**src/rtl/tksd_pkg.sv**
```systemverilog
package tksd_pkg;

  typedef struct packed {
    logic       eoi;
    logic [7:0] data;
  } item_t;

  typedef struct packed {
    logic [1:0] kind;
    logic [5:0] key_code;
    logic [7:0] char_value;
  } result_t;

  localparam logic [1:0] KIND_CHAR    = 2'd0;
  localparam logic [1:0] KIND_KEY     = 2'd1;
  localparam logic [1:0] KIND_UNKNOWN = 2'd2;
  localparam logic [1:0] KIND_EOI     = 2'd3;

  localparam logic [5:0] KC_BACKSPACE        = 6'd0;
  localparam logic [5:0] KC_TAB              = 6'd1;
  localparam logic [5:0] KC_ENTER            = 6'd2;
  localparam logic [5:0] KC_ESC              = 6'd3;
  localparam logic [5:0] KC_END              = 6'd4;
  localparam logic [5:0] KC_HOME             = 6'd5;
  localparam logic [5:0] KC_F1               = 6'd6;
  localparam logic [5:0] KC_F3               = 6'd7;
  localparam logic [5:0] KC_F5               = 6'd8;
  localparam logic [5:0] KC_INS              = 6'd9;
  localparam logic [5:0] KC_DEL              = 6'd10;
  localparam logic [5:0] KC_PGUP             = 6'd11;
  localparam logic [5:0] KC_PGDN             = 6'd12;
  localparam logic [5:0] KC_SHIFT_CTRL_UP    = 6'd13;
  localparam logic [5:0] KC_SHIFT_UP         = 6'd14;
  localparam logic [5:0] KC_CTRL_UP          = 6'd15;
  localparam logic [5:0] KC_UP               = 6'd16;
  localparam logic [5:0] KC_SHIFT_CTRL_DOWN  = 6'd17;
  localparam logic [5:0] KC_SHIFT_DOWN       = 6'd18;
  localparam logic [5:0] KC_CTRL_DOWN        = 6'd19;
  localparam logic [5:0] KC_DOWN             = 6'd20;
  localparam logic [5:0] KC_SHIFT_CTRL_RIGHT = 6'd21;
  localparam logic [5:0] KC_SHIFT_RIGHT      = 6'd22;
  localparam logic [5:0] KC_CTRL_RIGHT       = 6'd23;
  localparam logic [5:0] KC_RIGHT            = 6'd24;
  localparam logic [5:0] KC_SHIFT_CTRL_LEFT  = 6'd25;
  localparam logic [5:0] KC_SHIFT_LEFT       = 6'd26;
  localparam logic [5:0] KC_CTRL_LEFT        = 6'd27;
  localparam logic [5:0] KC_LEFT             = 6'd28;
  localparam logic [5:0] KC_SHIFT_CTRL_END   = 6'd29;
  localparam logic [5:0] KC_SHIFT_END        = 6'd30;
  localparam logic [5:0] KC_CTRL_END         = 6'd31;
  localparam logic [5:0] KC_SHIFT_CTRL_HOME  = 6'd32;
  localparam logic [5:0] KC_SHIFT_HOME       = 6'd33;
  localparam logic [5:0] KC_CTRL_HOME        = 6'd34;
  localparam logic [5:0] KC_SHIFT_TAB        = 6'd35;
  localparam logic [5:0] KC_CTRL_TAB         = 6'd36;
  localparam logic [5:0] KC_SHIFT_PGUP       = 6'd37;
  localparam logic [5:0] KC_SHIFT_PGDN       = 6'd38;
  localparam logic [5:0] KC_NONE             = 6'd63;

endpackage

```
**src/rtl/tksd_in_stage.sv**
```systemverilog
module tksd_in_stage (
  input  logic           clk,
  input  logic           rst_n,
  input  logic           in_valid,
  output logic           in_stall,
  input  logic [7:0]     in_byte,
  input  logic           in_end_of_input,
  input  logic           take,
  output logic           item_valid,
  output tksd_pkg::item_t item
);
  import tksd_pkg::*;

  logic  valid_r;
  item_t item_r;

  assign in_stall   = valid_r && !take;
  assign item_valid = valid_r;
  assign item       = item_r;

  always_ff @(posedge clk) begin
    if (!rst_n) begin
      valid_r <= 1'b0;
    end else if (!in_stall) begin
      valid_r <= in_valid;
    end
  end

  always_ff @(posedge clk) begin
    if (in_valid && !in_stall) begin
      item_r.data <= in_byte;
      item_r.eoi  <= in_end_of_input;
    end
  end

endmodule

```
**src/rtl/tksd_decode.sv**
```systemverilog
module tksd_decode (
  input  logic              clk,
  input  logic              rst_n,
  input  logic              item_valid,
  input  tksd_pkg::item_t   item,
  input  logic              out_free,
  output logic              take,
  output logic              load,
  output tksd_pkg::result_t result
);
  import tksd_pkg::*;

  typedef enum logic [3:0] {
    PH_IDLE  = 4'd0,
    PH_ESC   = 4'd1,
    PH_SS3   = 4'd2,
    PH_CSI   = 4'd3,
    PH_CSI1  = 4'd4,
    PH_MOD   = 4'd5,
    PH_FINAL = 4'd6,
    PH_TILDE = 4'd7,
    PH_EXT   = 4'd8
  } phase_t;

  localparam logic [7:0] B_NUL   = 8'h00;
  localparam logic [7:0] B_BS    = 8'h08;
  localparam logic [7:0] B_TAB   = 8'h09;
  localparam logic [7:0] B_LF    = 8'h0A;
  localparam logic [7:0] B_CR    = 8'h0D;
  localparam logic [7:0] B_ESC   = 8'h1B;
  localparam logic [7:0] B_ONE   = 8'h31;
  localparam logic [7:0] B_TWO   = 8'h32;
  localparam logic [7:0] B_FIVE  = 8'h35;
  localparam logic [7:0] B_SIX   = 8'h36;
  localparam logic [7:0] B_SEMI  = 8'h3B;
  localparam logic [7:0] B_SS3   = 8'h4F;
  localparam logic [7:0] B_CSI   = 8'h5B;
  localparam logic [7:0] B_TILDE = 8'h7E;
  localparam logic [7:0] B_DEL   = 8'h7F;
  localparam logic [7:0] B_EXT   = 8'hE0;

  function automatic result_t key_result(input logic [5:0] key);
    result_t r;
    r = '0;
    if (key == KC_NONE) begin
      r.kind = KIND_UNKNOWN;
    end else begin
      r.kind     = KIND_KEY;
      r.key_code = key;
    end
    return r;
  endfunction

  function automatic logic [5:0] pick_mod(input logic sh, input logic ct,
                                          input logic [5:0] k_sc, input logic [5:0] k_s,
                                          input logic [5:0] k_c, input logic [5:0] k_p);
    logic [5:0] k;
    if (sh && ct) k = k_sc;
    else if (sh)  k = k_s;
    else if (ct)  k = k_c;
    else          k = k_p;
    return k;
  endfunction

  function automatic logic [5:0] digit_key(input logic [7:0] b);
    logic [5:0] k;
    case (b)
      8'h31:   k = KC_HOME;
      8'h32:   k = KC_INS;
      8'h33:   k = KC_DEL;
      8'h34:   k = KC_END;
      8'h35:   k = KC_PGUP;
      default: k = KC_PGDN;
    endcase
    return k;
  endfunction

  function automatic logic [5:0] csi_letter(input logic [7:0] b, input logic sh,
                                            input logic ct);
    logic [5:0] k;
    case (b)
      8'h41: k = pick_mod(sh, ct, KC_SHIFT_CTRL_UP, KC_SHIFT_UP, KC_CTRL_UP, KC_UP);
      8'h42: k = pick_mod(sh, ct, KC_SHIFT_CTRL_DOWN, KC_SHIFT_DOWN, KC_CTRL_DOWN,
                          KC_DOWN);
      8'h43: k = pick_mod(sh, ct, KC_SHIFT_CTRL_RIGHT, KC_SHIFT_RIGHT, KC_CTRL_RIGHT,
                          KC_RIGHT);
      8'h44: k = pick_mod(sh, ct, KC_SHIFT_CTRL_LEFT, KC_SHIFT_LEFT, KC_CTRL_LEFT,
                          KC_LEFT);
      8'h46: k = pick_mod(sh, ct, KC_SHIFT_CTRL_END, KC_SHIFT_END, KC_CTRL_END, KC_END);
      8'h48: k = pick_mod(sh, ct, KC_SHIFT_CTRL_HOME, KC_SHIFT_HOME, KC_CTRL_HOME,
                          KC_HOME);
      8'h5A: k = KC_SHIFT_TAB;
      default: k = KC_NONE;
    endcase
    return k;
  endfunction

  function automatic logic [5:0] ss3_key(input logic [7:0] b);
    logic [5:0] k;
    case (b)
      8'h46:   k = KC_END;
      8'h48:   k = KC_HOME;
      8'h50:   k = KC_F1;
      8'h52:   k = KC_F3;
      8'h54:   k = KC_F5;
      default: k = KC_NONE;
    endcase
    return k;
  endfunction

  function automatic logic [5:0] ext_key(input logic [7:0] b);
    logic [5:0] k;
    case (b)
      8'h0F: k = KC_SHIFT_TAB;
      8'h3B: k = KC_F1;
      8'h3D: k = KC_F3;
      8'h3F: k = KC_F5;
      8'h47: k = KC_HOME;
      8'h48: k = KC_UP;
      8'h49: k = KC_PGUP;
      8'h4B: k = KC_LEFT;
      8'h4D: k = KC_RIGHT;
      8'h4F: k = KC_END;
      8'h50: k = KC_DOWN;
      8'h51: k = KC_PGDN;
      8'h52: k = KC_INS;
      8'h53: k = KC_DEL;
      8'h73: k = KC_CTRL_LEFT;
      8'h74: k = KC_CTRL_RIGHT;
      8'h75: k = KC_CTRL_END;
      8'h77: k = KC_CTRL_HOME;
      8'h8D: k = KC_CTRL_UP;
      8'h91: k = KC_CTRL_DOWN;
      8'h94: k = KC_CTRL_TAB;
      8'hB8: k = KC_SHIFT_UP;
      8'hB7: k = KC_SHIFT_HOME;
      8'hBF: k = KC_SHIFT_END;
      8'hB9: k = KC_SHIFT_PGUP;
      8'hBB: k = KC_SHIFT_LEFT;
      8'hBD: k = KC_SHIFT_RIGHT;
      8'hC0: k = KC_SHIFT_DOWN;
      8'hC1: k = KC_SHIFT_PGDN;
      8'hDB: k = KC_SHIFT_CTRL_LEFT;
      8'hDD: k = KC_SHIFT_CTRL_RIGHT;
      8'hD8: k = KC_SHIFT_CTRL_UP;
      8'hE0: k = KC_SHIFT_CTRL_DOWN;
      8'hD7: k = KC_SHIFT_CTRL_HOME;
      8'hDF: k = KC_SHIFT_CTRL_END;
      default: k = KC_NONE;
    endcase
    return k;
  endfunction

  phase_t     phase_r, phase_nxt;
  logic       shift_r, shift_nxt;
  logic       ctrl_r, ctrl_nxt;
  logic [5:0] pend_r, pend_nxt;
  logic       emit;
  result_t    res;

  always_comb begin
    emit      = 1'b0;
    res       = '0;
    phase_nxt = phase_r;
    shift_nxt = shift_r;
    ctrl_nxt  = ctrl_r;
    pend_nxt  = pend_r;
    if (item.eoi) begin
      emit      = 1'b1;
      phase_nxt = PH_IDLE;
      if (phase_r == PH_IDLE) begin
        res.kind = KIND_EOI;
      end else begin
        res = key_result(KC_NONE);
      end
    end else begin
      case (phase_r)
        PH_ESC: begin
          if (item.data == B_ESC) begin
            emit      = 1'b1;
            res       = key_result(KC_ESC);
            phase_nxt = PH_IDLE;
          end else if (item.data == B_SS3) begin
            phase_nxt = PH_SS3;
          end else if (item.data == B_CSI) begin
            shift_nxt = 1'b0;
            ctrl_nxt  = 1'b0;
            phase_nxt = PH_CSI;
          end else begin
            emit      = 1'b1;
            res       = key_result(KC_NONE);
            phase_nxt = PH_IDLE;
          end
        end
        PH_SS3: begin
          emit      = 1'b1;
          res       = key_result(ss3_key(item.data));
          phase_nxt = PH_IDLE;
        end
        PH_CSI, PH_FINAL: begin
          if (phase_r == PH_CSI && item.data == B_ONE) begin
            phase_nxt = PH_CSI1;
          end else if (item.data >= B_ONE && item.data <= B_SIX) begin
            pend_nxt  = digit_key(item.data);
            phase_nxt = PH_TILDE;
          end else begin
            emit      = 1'b1;
            res       = key_result(csi_letter(item.data, shift_r, ctrl_r));
            phase_nxt = PH_IDLE;
          end
        end
        PH_CSI1: begin
          if (item.data == B_TILDE) begin
            emit      = 1'b1;
            res       = key_result(KC_HOME);
            phase_nxt = PH_IDLE;
          end else if (item.data == B_SEMI) begin
            phase_nxt = PH_MOD;
          end else begin
            emit      = 1'b1;
            res       = key_result(KC_NONE);
            phase_nxt = PH_IDLE;
          end
        end
        PH_MOD: begin
          if (item.data == B_TWO || item.data == B_SIX) shift_nxt = 1'b1;
          if (item.data == B_FIVE || item.data == B_SIX) ctrl_nxt = 1'b1;
          phase_nxt = PH_FINAL;
        end
        PH_TILDE: begin
          emit      = 1'b1;
          res       = key_result((item.data == B_TILDE) ? pend_r : KC_NONE);
          phase_nxt = PH_IDLE;
        end
        PH_EXT: begin
          emit      = 1'b1;
          res       = key_result(ext_key(item.data));
          phase_nxt = PH_IDLE;
        end
        default: begin
          case (item.data)
            B_BS, B_DEL: begin
              emit = 1'b1;
              res  = key_result(KC_BACKSPACE);
            end
            B_TAB: begin
              emit = 1'b1;
              res  = key_result(KC_TAB);
            end
            B_CR, B_LF: begin
              emit = 1'b1;
              res  = key_result(KC_ENTER);
            end
            B_ESC: begin
              phase_nxt = PH_ESC;
            end
            B_NUL, B_EXT: begin
              phase_nxt = PH_EXT;
            end
            default: begin
              emit           = 1'b1;
              res.kind       = KIND_CHAR;
              res.char_value = item.data;
            end
          endcase
        end
      endcase
    end
  end

  assign take   = item_valid && (!emit || out_free);
  assign load   = take && emit;
  assign result = res;

  always_ff @(posedge clk) begin
    if (!rst_n) begin
      phase_r <= PH_IDLE;
      shift_r <= 1'b0;
      ctrl_r  <= 1'b0;
      pend_r  <= 6'd0;
    end else if (take) begin
      phase_r <= phase_nxt;
      shift_r <= shift_nxt;
      ctrl_r  <= ctrl_nxt;
      pend_r  <= pend_nxt;
    end
  end

  a_eoi_emits: assert property (@(posedge clk) disable iff (!rst_n)
    item_valid && item.eoi |-> emit)
    else $error("end of input did not produce a result");

  a_idle_after_emit: assert property (@(posedge clk) disable iff (!rst_n)
    load |=> phase_r == PH_IDLE)
    else $error("parser not idle after a completed sequence");

  a_pending_named: assert property (@(posedge clk) disable iff (!rst_n)
    phase_r == PH_TILDE |-> pend_r != KC_NONE && pend_r <= KC_PGDN)
    else $error("pending key out of range while waiting for tilde");

endmodule

```
**src/rtl/tksd_out_stage.sv**
```systemverilog
module tksd_out_stage (
  input  logic              clk,
  input  logic              rst_n,
  input  logic              load,
  input  tksd_pkg::result_t result,
  output logic              out_free,
  output logic              out_valid,
  input  logic              out_stall,
  output logic [1:0]        out_kind,
  output logic [5:0]        out_key_code,
  output logic [7:0]        out_char_value
);
  import tksd_pkg::*;

  logic    valid_r;
  result_t res_r;

  assign out_free       = !valid_r || !out_stall;
  assign out_valid      = valid_r;
  assign out_kind       = res_r.kind;
  assign out_key_code   = res_r.key_code;
  assign out_char_value = res_r.char_value;

  always_ff @(posedge clk) begin
    if (!rst_n) begin
      valid_r <= 1'b0;
    end else if (out_free) begin
      valid_r <= load;
    end
  end

  always_ff @(posedge clk) begin
    if (load) begin
      res_r <= result;
    end
  end

  a_key_code_clean: assert property (@(posedge clk) disable iff (!rst_n)
    valid_r && res_r.kind != KIND_KEY |-> res_r.key_code == 6'd0)
    else $error("key code set on a result that is not a named key");

  a_char_clean: assert property (@(posedge clk) disable iff (!rst_n)
    valid_r && res_r.kind != KIND_CHAR |-> res_r.char_value == 8'd0)
    else $error("character set on a result that is not a character");

endmodule

```
**src/rtl/terminal_key_sequence_decoder_unit.sv**
```systemverilog
// Decodes a keyboard byte stream into key events: plain characters, named keys
// (escape sequences ESC ESC, ESC O x, ESC [ x, ESC [ digit ~, ESC [ 1 ; mod x,
// and the 0x00/0xE0 extended codes), unknown sequences, and end of input. A
// transaction can be accepted every cycle; the input stalls only while a finished
// result waits in the output register behind out_stall, and in_stall follows
// out_stall in the same cycle. A byte that continues an open sequence yields no
// result, and every completed sequence yields exactly one. A result reaches the
// out_ ports through the input register and the output register: the byte sits
// in the input register while the combinational parser computes the result,
// which loads the output register once that register is free. The parser state
// update is the only loop.
module terminal_key_sequence_decoder_unit (
  input  logic       clk,
  input  logic       rst_n,
  input  logic       in_valid,
  output logic       in_stall,
  input  logic [7:0] in_byte,
  input  logic       in_end_of_input,
  output logic       out_valid,
  input  logic       out_stall,
  output logic [1:0] out_kind,
  output logic [5:0] out_key_code,
  output logic [7:0] out_char_value
);
  import tksd_pkg::*;

  logic    item_valid;
  item_t   item;
  logic    take;
  logic    load;
  logic    out_free;
  result_t result;

  tksd_in_stage u_in_stage (
    .clk             (clk),
    .rst_n           (rst_n),
    .in_valid        (in_valid),
    .in_stall        (in_stall),
    .in_byte         (in_byte),
    .in_end_of_input (in_end_of_input),
    .take            (take),
    .item_valid      (item_valid),
    .item            (item)
  );

  tksd_decode u_decode (
    .clk        (clk),
    .rst_n      (rst_n),
    .item_valid (item_valid),
    .item       (item),
    .out_free   (out_free),
    .take       (take),
    .load       (load),
    .result     (result)
  );

  tksd_out_stage u_out_stage (
    .clk            (clk),
    .rst_n          (rst_n),
    .load           (load),
    .result         (result),
    .out_free       (out_free),
    .out_valid      (out_valid),
    .out_stall      (out_stall),
    .out_kind       (out_kind),
    .out_key_code   (out_key_code),
    .out_char_value (out_char_value)
  );

endmodule
```
**config.mk**
```make
export PLATFORM = sky130hd
export DESIGN_NAME = terminal_key_sequence_decoder_unit
export DESIGN_NICKNAME = d
export VERILOG_FILES = /design/src/rtl/tksd_pkg.sv /design/src/rtl/tksd_in_stage.sv /design/src/rtl/tksd_decode.sv /design/src/rtl/tksd_out_stage.sv /design/src/rtl/terminal_key_sequence_decoder_unit.sv
export SDC_FILE = /design/constraint.sdc
export NUM_CORES = 1
export LEC_CHECK = 0
export BUFFER_PORTS_ARGS = -buffer_cell sky130_fd_sc_hd__buf_2
export CORE_MARGIN = 2
export CORE_UTILIZATION = 50
export CTS_BUF_LIST = sky130_fd_sc_hd__clkbuf_4 sky130_fd_sc_hd__clkbuf_8
export DETAILED_ROUTE_END_ITERATION = 6
export PLACE_DENSITY = 0.71
export SETUP_SLACK_MARGIN = 0.02
export SLEW_MARGIN = 20
export SYNTH_ARGS = -nofsm -noshare
export SYNTH_HDL_FRONTEND = slang
export SYNTH_SLANG_ARGS = --single-unit
export TNS_END_PERCENT = 30
```
**constraint.sdc**
```tcl
create_clock -name clk -period 3.2 [get_ports clk]
set_input_delay 0.48 -clock clk [delete_from_list [all_inputs] [get_ports clk]]
set_output_delay 0.48 -clock clk [all_outputs]
set_load 0.01 [all_outputs]
```
* Word level (Yosys, flattened, before mapping) *
Index checks and enable logic that the tools add are counted.

word-level totals
  register bits after elaboration = 39

operators by class
  bitwise operators = 2
  eq/ne operators = 73
  mux-type cells = 79
  reductions and logical operators = 31
  order comparisons = 2

operators by type and width
  kind                  number
  $pmux W6 S35          1
  $eq A8 B7 Y1 const B  24
  $mux W6               26
  $eq A8 B8 Y1 const B  17
  $mux W16              8
  $pmux W16 S7          1
  $eq A8 B6 Y1 const B  9
  $pmux W6 S7           1
  $eq A8 B4 Y1 const B  5
  $pmux W4 S5           2
  $pmux W6 S5           1
  $eq A6 B6 Y1 const B  4
  $mux W4               6
  $eq A4 B3 Y1 const B  4
  $mux W1               16
  $reduce_and A7 Y1     2
  $mux W3               4
  $mux W2               5
  $mux W5               2
  $eq A4 B2 Y1 const B  2
  $eq A8 B5 Y1 const B  1
  $ge A8 B6 Y1 const B  1
  $le A8 B6 Y1 const B  1
  $logic_not A8 Y1      1
  other kinds (22)      43

* Longest topological paths before layout *
  word-level depth = 14
  depth in mapped cells = 9
  mapped depth without buffers = 8

* By module *
A second synthesis with hierarchy kept.

unflattened totals
  cell total of the unflattened synthesis = 405
  area total of the unflattened synthesis = 3375.7 sq um

modules (own cells, without submodules)
  module          cells an instance  area an instance (sq um)  seq. area each (sq um)  instances
  tksd_decode     372                2542.4                    200.2                   1
  tksd_out_stage  20                 515.5                     500.5                   1
  tksd_in_stage   13                 317.8                     290.3                   1

* Worst setup path before layout *
Ideal clock, no wire load.

  path type = register -> register
  start = register u_in_stage.item_r, in the netlist u_in_stage.item[5]
  end = register u_in_stage.item_r, in the netlist u_in_stage.item[0] (enable)
  stages on the path, launching flop included = 8
  setup slack = 370 ps
  required time = 2825 ps
  arrival = 2455 ps
  path buffers = 1
  setup time = 375 ps
  period minus slack after synthesis = 2830 ps
  cell sequence = edfxtp_1 > buf_2 > or4b_2 > nor2_1 > nor3_1 > o31ai_1 > nor2_1 > nor2b_1

between the ends
  longest elaborated chain between the ends = 13
  elaborated cells on any way between the ends = 30
  those cells by class = order compare: 2; eq/ne: 7; mux: 10; reduce/logical: 11

ends and longest elaborated chain
  element                                                RTL line                                  source
  from (decl)                                            tksd_in_stage.sv:15                       item_t item_r;
  $ge A8 B6 Y1 (tied with other cells)                   tksd_decode.sv:203                        end else if (item.data >= B_ONE && item.data <= B_SIX) begin
  $logic_and A1 B1 Y1 / $mux W1 (equally long branches)  tksd_decode.sv:203, tksd_decode.sv:185
  $mux W1 (on tied branches)                             tksd_decode.sv:203, tksd_decode.sv:183
  $mux W1 (on tied branches)                             tksd_decode.sv:201, tksd_decode.sv:179
  $pmux W1 S5 (*)                                        tksd_decode.sv:177                        case (phase_r)
  $mux W1 (*)                                            tksd_decode.sv:168                        if (item.eoi) begin
  $logic_not A1 Y1 (*)                                   tksd_decode.sv:271                        assign take = item_valid && (!emit || out_free);
  $logic_or A1 B1 Y1 (*)                                 tksd_decode.sv:271
  $logic_and A1 B1 Y1 (*)                                tksd_decode.sv:271
  $logic_not A1 Y1 (*)                                   tksd_in_stage.sv:17                       assign in_stall = valid_r && !take;
  $logic_and A1 B1 Y1 (*)                                tksd_in_stage.sv:17
  net in_stall                                           terminal_key_sequence_decoder_unit.sv:16  output logic in_stall,
  $logic_not A1 Y1 (*)                                   -
  $logic_and A1 B1 Y1 (*)                                tksd_in_stage.sv:30                       if (in_valid && !in_stall) begin

The timed path passes the listed nets; every way through them passes the cells marked *.
A chain may end at the register's enable or synchronous reset.

* Final worst setup path *
  start = register u_in_stage.item_r, in the netlist u_in_stage.item[6]
  end = output in_stall

between the ends
  longest elaborated chain between the ends = 11
  elaborated cells on any way between the ends = 28
  those cells by class = order compare: 2; eq/ne: 7; mux: 10; reduce/logical: 9

ends and longest elaborated chain
  element                                                RTL line
  $ge A8 B6 Y1 (tied with other cells)                   tksd_decode.sv:203
  $logic_and A1 B1 Y1 / $mux W1 (equally long branches)  tksd_decode.sv:203, tksd_decode.sv:185
  $mux W1 (on tied branches)                             tksd_decode.sv:203, tksd_decode.sv:183
  $mux W1 (on tied branches)                             tksd_decode.sv:201, tksd_decode.sv:179
  $pmux W1 S5 (*)                                        tksd_decode.sv:177
  $mux W1 (*)                                            tksd_decode.sv:168
  $logic_not A1 Y1 (*)                                   tksd_decode.sv:271
  $logic_or A1 B1 Y1 (*)                                 tksd_decode.sv:271
  $logic_and A1 B1 Y1 (*)                                tksd_decode.sv:271
  $logic_not A1 Y1 (*)                                   tksd_in_stage.sv:17
  $logic_and A1 B1 Y1 (*)                                tksd_in_stage.sv:17
  to (decl)                                              terminal_key_sequence_decoder_unit.sv:16

Every way passes the cells marked *; elsewhere a longest branch is shown, timed or not.

==> impl_metrics.ini <==
[synth]
syn-num-nets = 397
syn_area_sq_mm = 0.00314
ys_warn_count = 0
synth_async_sr_flop_share = 0
syn_area_per_cell_sq_um = 8.26
ys.flop_type = edfxtp_1
seq_area_frac_synth = 0.316
synth-edff-count = 25
synthCells = 380
synthDistinctLibCells = 72
synth_seq_cells = 37

[finish]
finalNetCount = 424
syn_to_final_growth_pct = 13.8
final_cell_area_sq_mm = 0.00357
layout-drive-gt1-share = 0.186
n_antenna_cell = 0

[critical_path]
r2r_cells = 7
critPathCaptureType = output pin
crit_type = flip-flop to output pin
start_kind = flip-flop
cp.arrival_ps = 2500
worstPathMaxFanout = 10
cp_data_required_time_ps = 2720

[cts]
h-tree-depth = 2
root_buffer = clkbuf_8
cts.clk_slew.worst_paths_ps = 70
cts_setup_buffers = 0
cts_sinks = 37
cts_tree = done
cts_hold_buf = 0
clk_path_buf_depth = 2
clkLatencyLatePin_ps = 300
cts_inserted_buffers = 5
cts-resized-gates = 0

[timing]
setup_viol = 0
fmax_ghz = 0.336
hold_viol = 0
worst_pin_slew_ps = 689
hold_ws_ps = 363
final.setup.tns_ps = 0
rsz0062_at_grt = false
relSlewSlack = 0.537
period_share = 0.930
slew_viol_final = 0
period_minus_slack_ps = 2980
skew_ps = 14.9

[place]
routabilityCongestion = 1.09
io_buffers = 30
dp_hpwl_mm = 7.26
place_area_sq_mm = 0.00343

[pwr]
clkPwrFrac = 0.391
switching_share = 0.262
pwr-share-comb = 0.171
p_leak_nw = 1.27
powerDensity_mw_per_mm2 = 350
report.power.total_mw = 1.25
p_int_mw = 0.922
peakVddDrop_uv = 226
power.share.sequential = 0.438
switchingPower_mw = 0.328

[worst_hold_path]
min_path_cells = 1
min_path_type = input port to flip-flop

[floorplanning]
dieArea_sq_mm = 0.00693
rows = 28
dieHeight_microns = 83.2
die_w_microns = 83.2
start_util = 0.524
core-area_sq_mm = 0.00599
ios = 31

[global_routing]
overflow = 0
track_usage = 0.276
grt_pass1_wl_mm = 15.5
grt_antenna_before_repair = 0
grt_pass1_vias = 2972
grt_start_max_net_pins = 34

[routing]
routed_via_density = 6.85
vias = 3307
drt_iter0_drc = 563
wl_per_cell_microns = 19.8
wl_mm = 9.55
ant_nets = 0
route.detailed.drc = 0
drtPass1Iterations = 5

[run]
cap_violations = 0

[outcome]
outcome = complete, no violations
[cell usage after synthesis (10+ instances only)]
cell type	number	area, sq um
nand2b_1	12	75.1
o211ai_1	11	82.6
clkbuf_1	27	101
o21ai_0	16	80.1
nor3_1	17	85.1
a21oi_1	19	95.1
nand2_1	30	113
nor2_1	30	113
and2_1	10	62.6
dfxtp_1	12	240
edfxtp_1	25	751
[per-layer routing]
layer	share of wire	routed length, microns	vias up	global-route usage
li1	-	-	1523	-
met1	0.41	3950	1508	0.379
met2	0.45	4330	247	0.445
met3	0.10	978	29	0.0427
met4	0.031	300	0	0.0879
met5	0	0	-	0
[cell families after synthesis]
logic type               share of synthesized area
multiplexers                                0.0159
buffers and inverters                       0.0554
flip-flops                                   0.316
AO/OA/AOI/OAI                                0.247
AND/OR/NAND/NOR                              0.334
XOR/XNOR                                    0.0167
adder cells (fa/ha/maj)                     0.0159
[final cells by class]
class                   instances  area, sq um
repair buffers                 56          345
inverters                       7         26.3
multi-input cells             300         1980
flip-flops and latches         37          991
clock inverters                 3         65.1
well taps                      75         93.8
fillers                       540         2420
clock buffers                   5         68.8
[worst max-delay path, stage by stage (launching register included)]
cell	delay, ps
edfxtp_1	500
or4b_2	730
nor2_2	220
nor3_1	120
o31ai_1	350
nor2_1	120
buf_2	160
[flip-flops by register name, indices dropped and copies added, names as in the netlist]
| signal | flops |
|---|---|
| u_in_stage.item | 9 |
| u_out_stage.out_char_value | 8 |
| u_out_stage.out_key_code | 6 |
| u_decode.pend_r | 4 |
| u_decode.phase_r | 4 |
| u_out_stage.out_kind | 2 |
| u_decode.ctrl_r | 1 |
| u_decode.shift_r | 1 |
| u_in_stage.item_valid | 1 |
| u_out_stage.out_valid | 1 |
[stage by stage]
stage          utilization  setup WS [ps]  std cells
2_1_floorplan            -            370        380
3_3_place_gp         0.573            344        475
3_5_place_dp         0.573            423        475
4_1_cts              0.595            150        483
5_1_grt              0.596           80.3        483
6_report             0.596            225        483
[placed cells by master, fill, tap and decap left out, types with 4 or more instances in the layout]
master and instances:
nor4b_1 6, a21oi_1 19, buf_4 26, a311oi_1 4, xor2_1 5, nor3_1 17, and4b_1 4, a2111oi_0 4
edfxtp_1 25, buf_2 30, ha_1 4, nand2b_1 12, nand3_1 9, nor2b_1 9, mux2i_1 5, o22ai_1 8
or4b_2 4, nor2_1 29, nand2_1 30, nand4_1 8, clkbuf_8 5, o31ai_1 4, and3_1 5, nor3b_1 5
dfxtp_1 12, inv_1 7, o211ai_1 11, nand4b_1 4, o21ai_0 16, and2_1 10
[final timing paths]
kind / start / to / slack, ps
max reg2reg: u_in_stage.item[7]$_DFFE_PP_ / u_out_stage.out_key_code[3]$_SDFFCE_PP0P_ / 340
max: u_in_stage.item[6]$_DFFE_PP_ / in_stall / 220
min: in_byte[7] / u_in_stage.item[7]$_DFFE_PP_ / 360
min reg2reg: u_decode.pend_r[0]$_SDFFE_PN0P_ / u_decode.pend_r[0]$_SDFFE_PN0P_ / 480
[power by group through the flow]
stage                     logic, mW  registers, mW  clock network [mW]
after floorplan               0.137          0.557                   0
after global placement        0.209          0.557                   0
after detailed placement      0.207          0.559                   0
after CTS                     0.208          0.548               0.488
after global routing          0.230          0.551               0.513
final                         0.214          0.548               0.488
(Power assumes the default switching activity.)
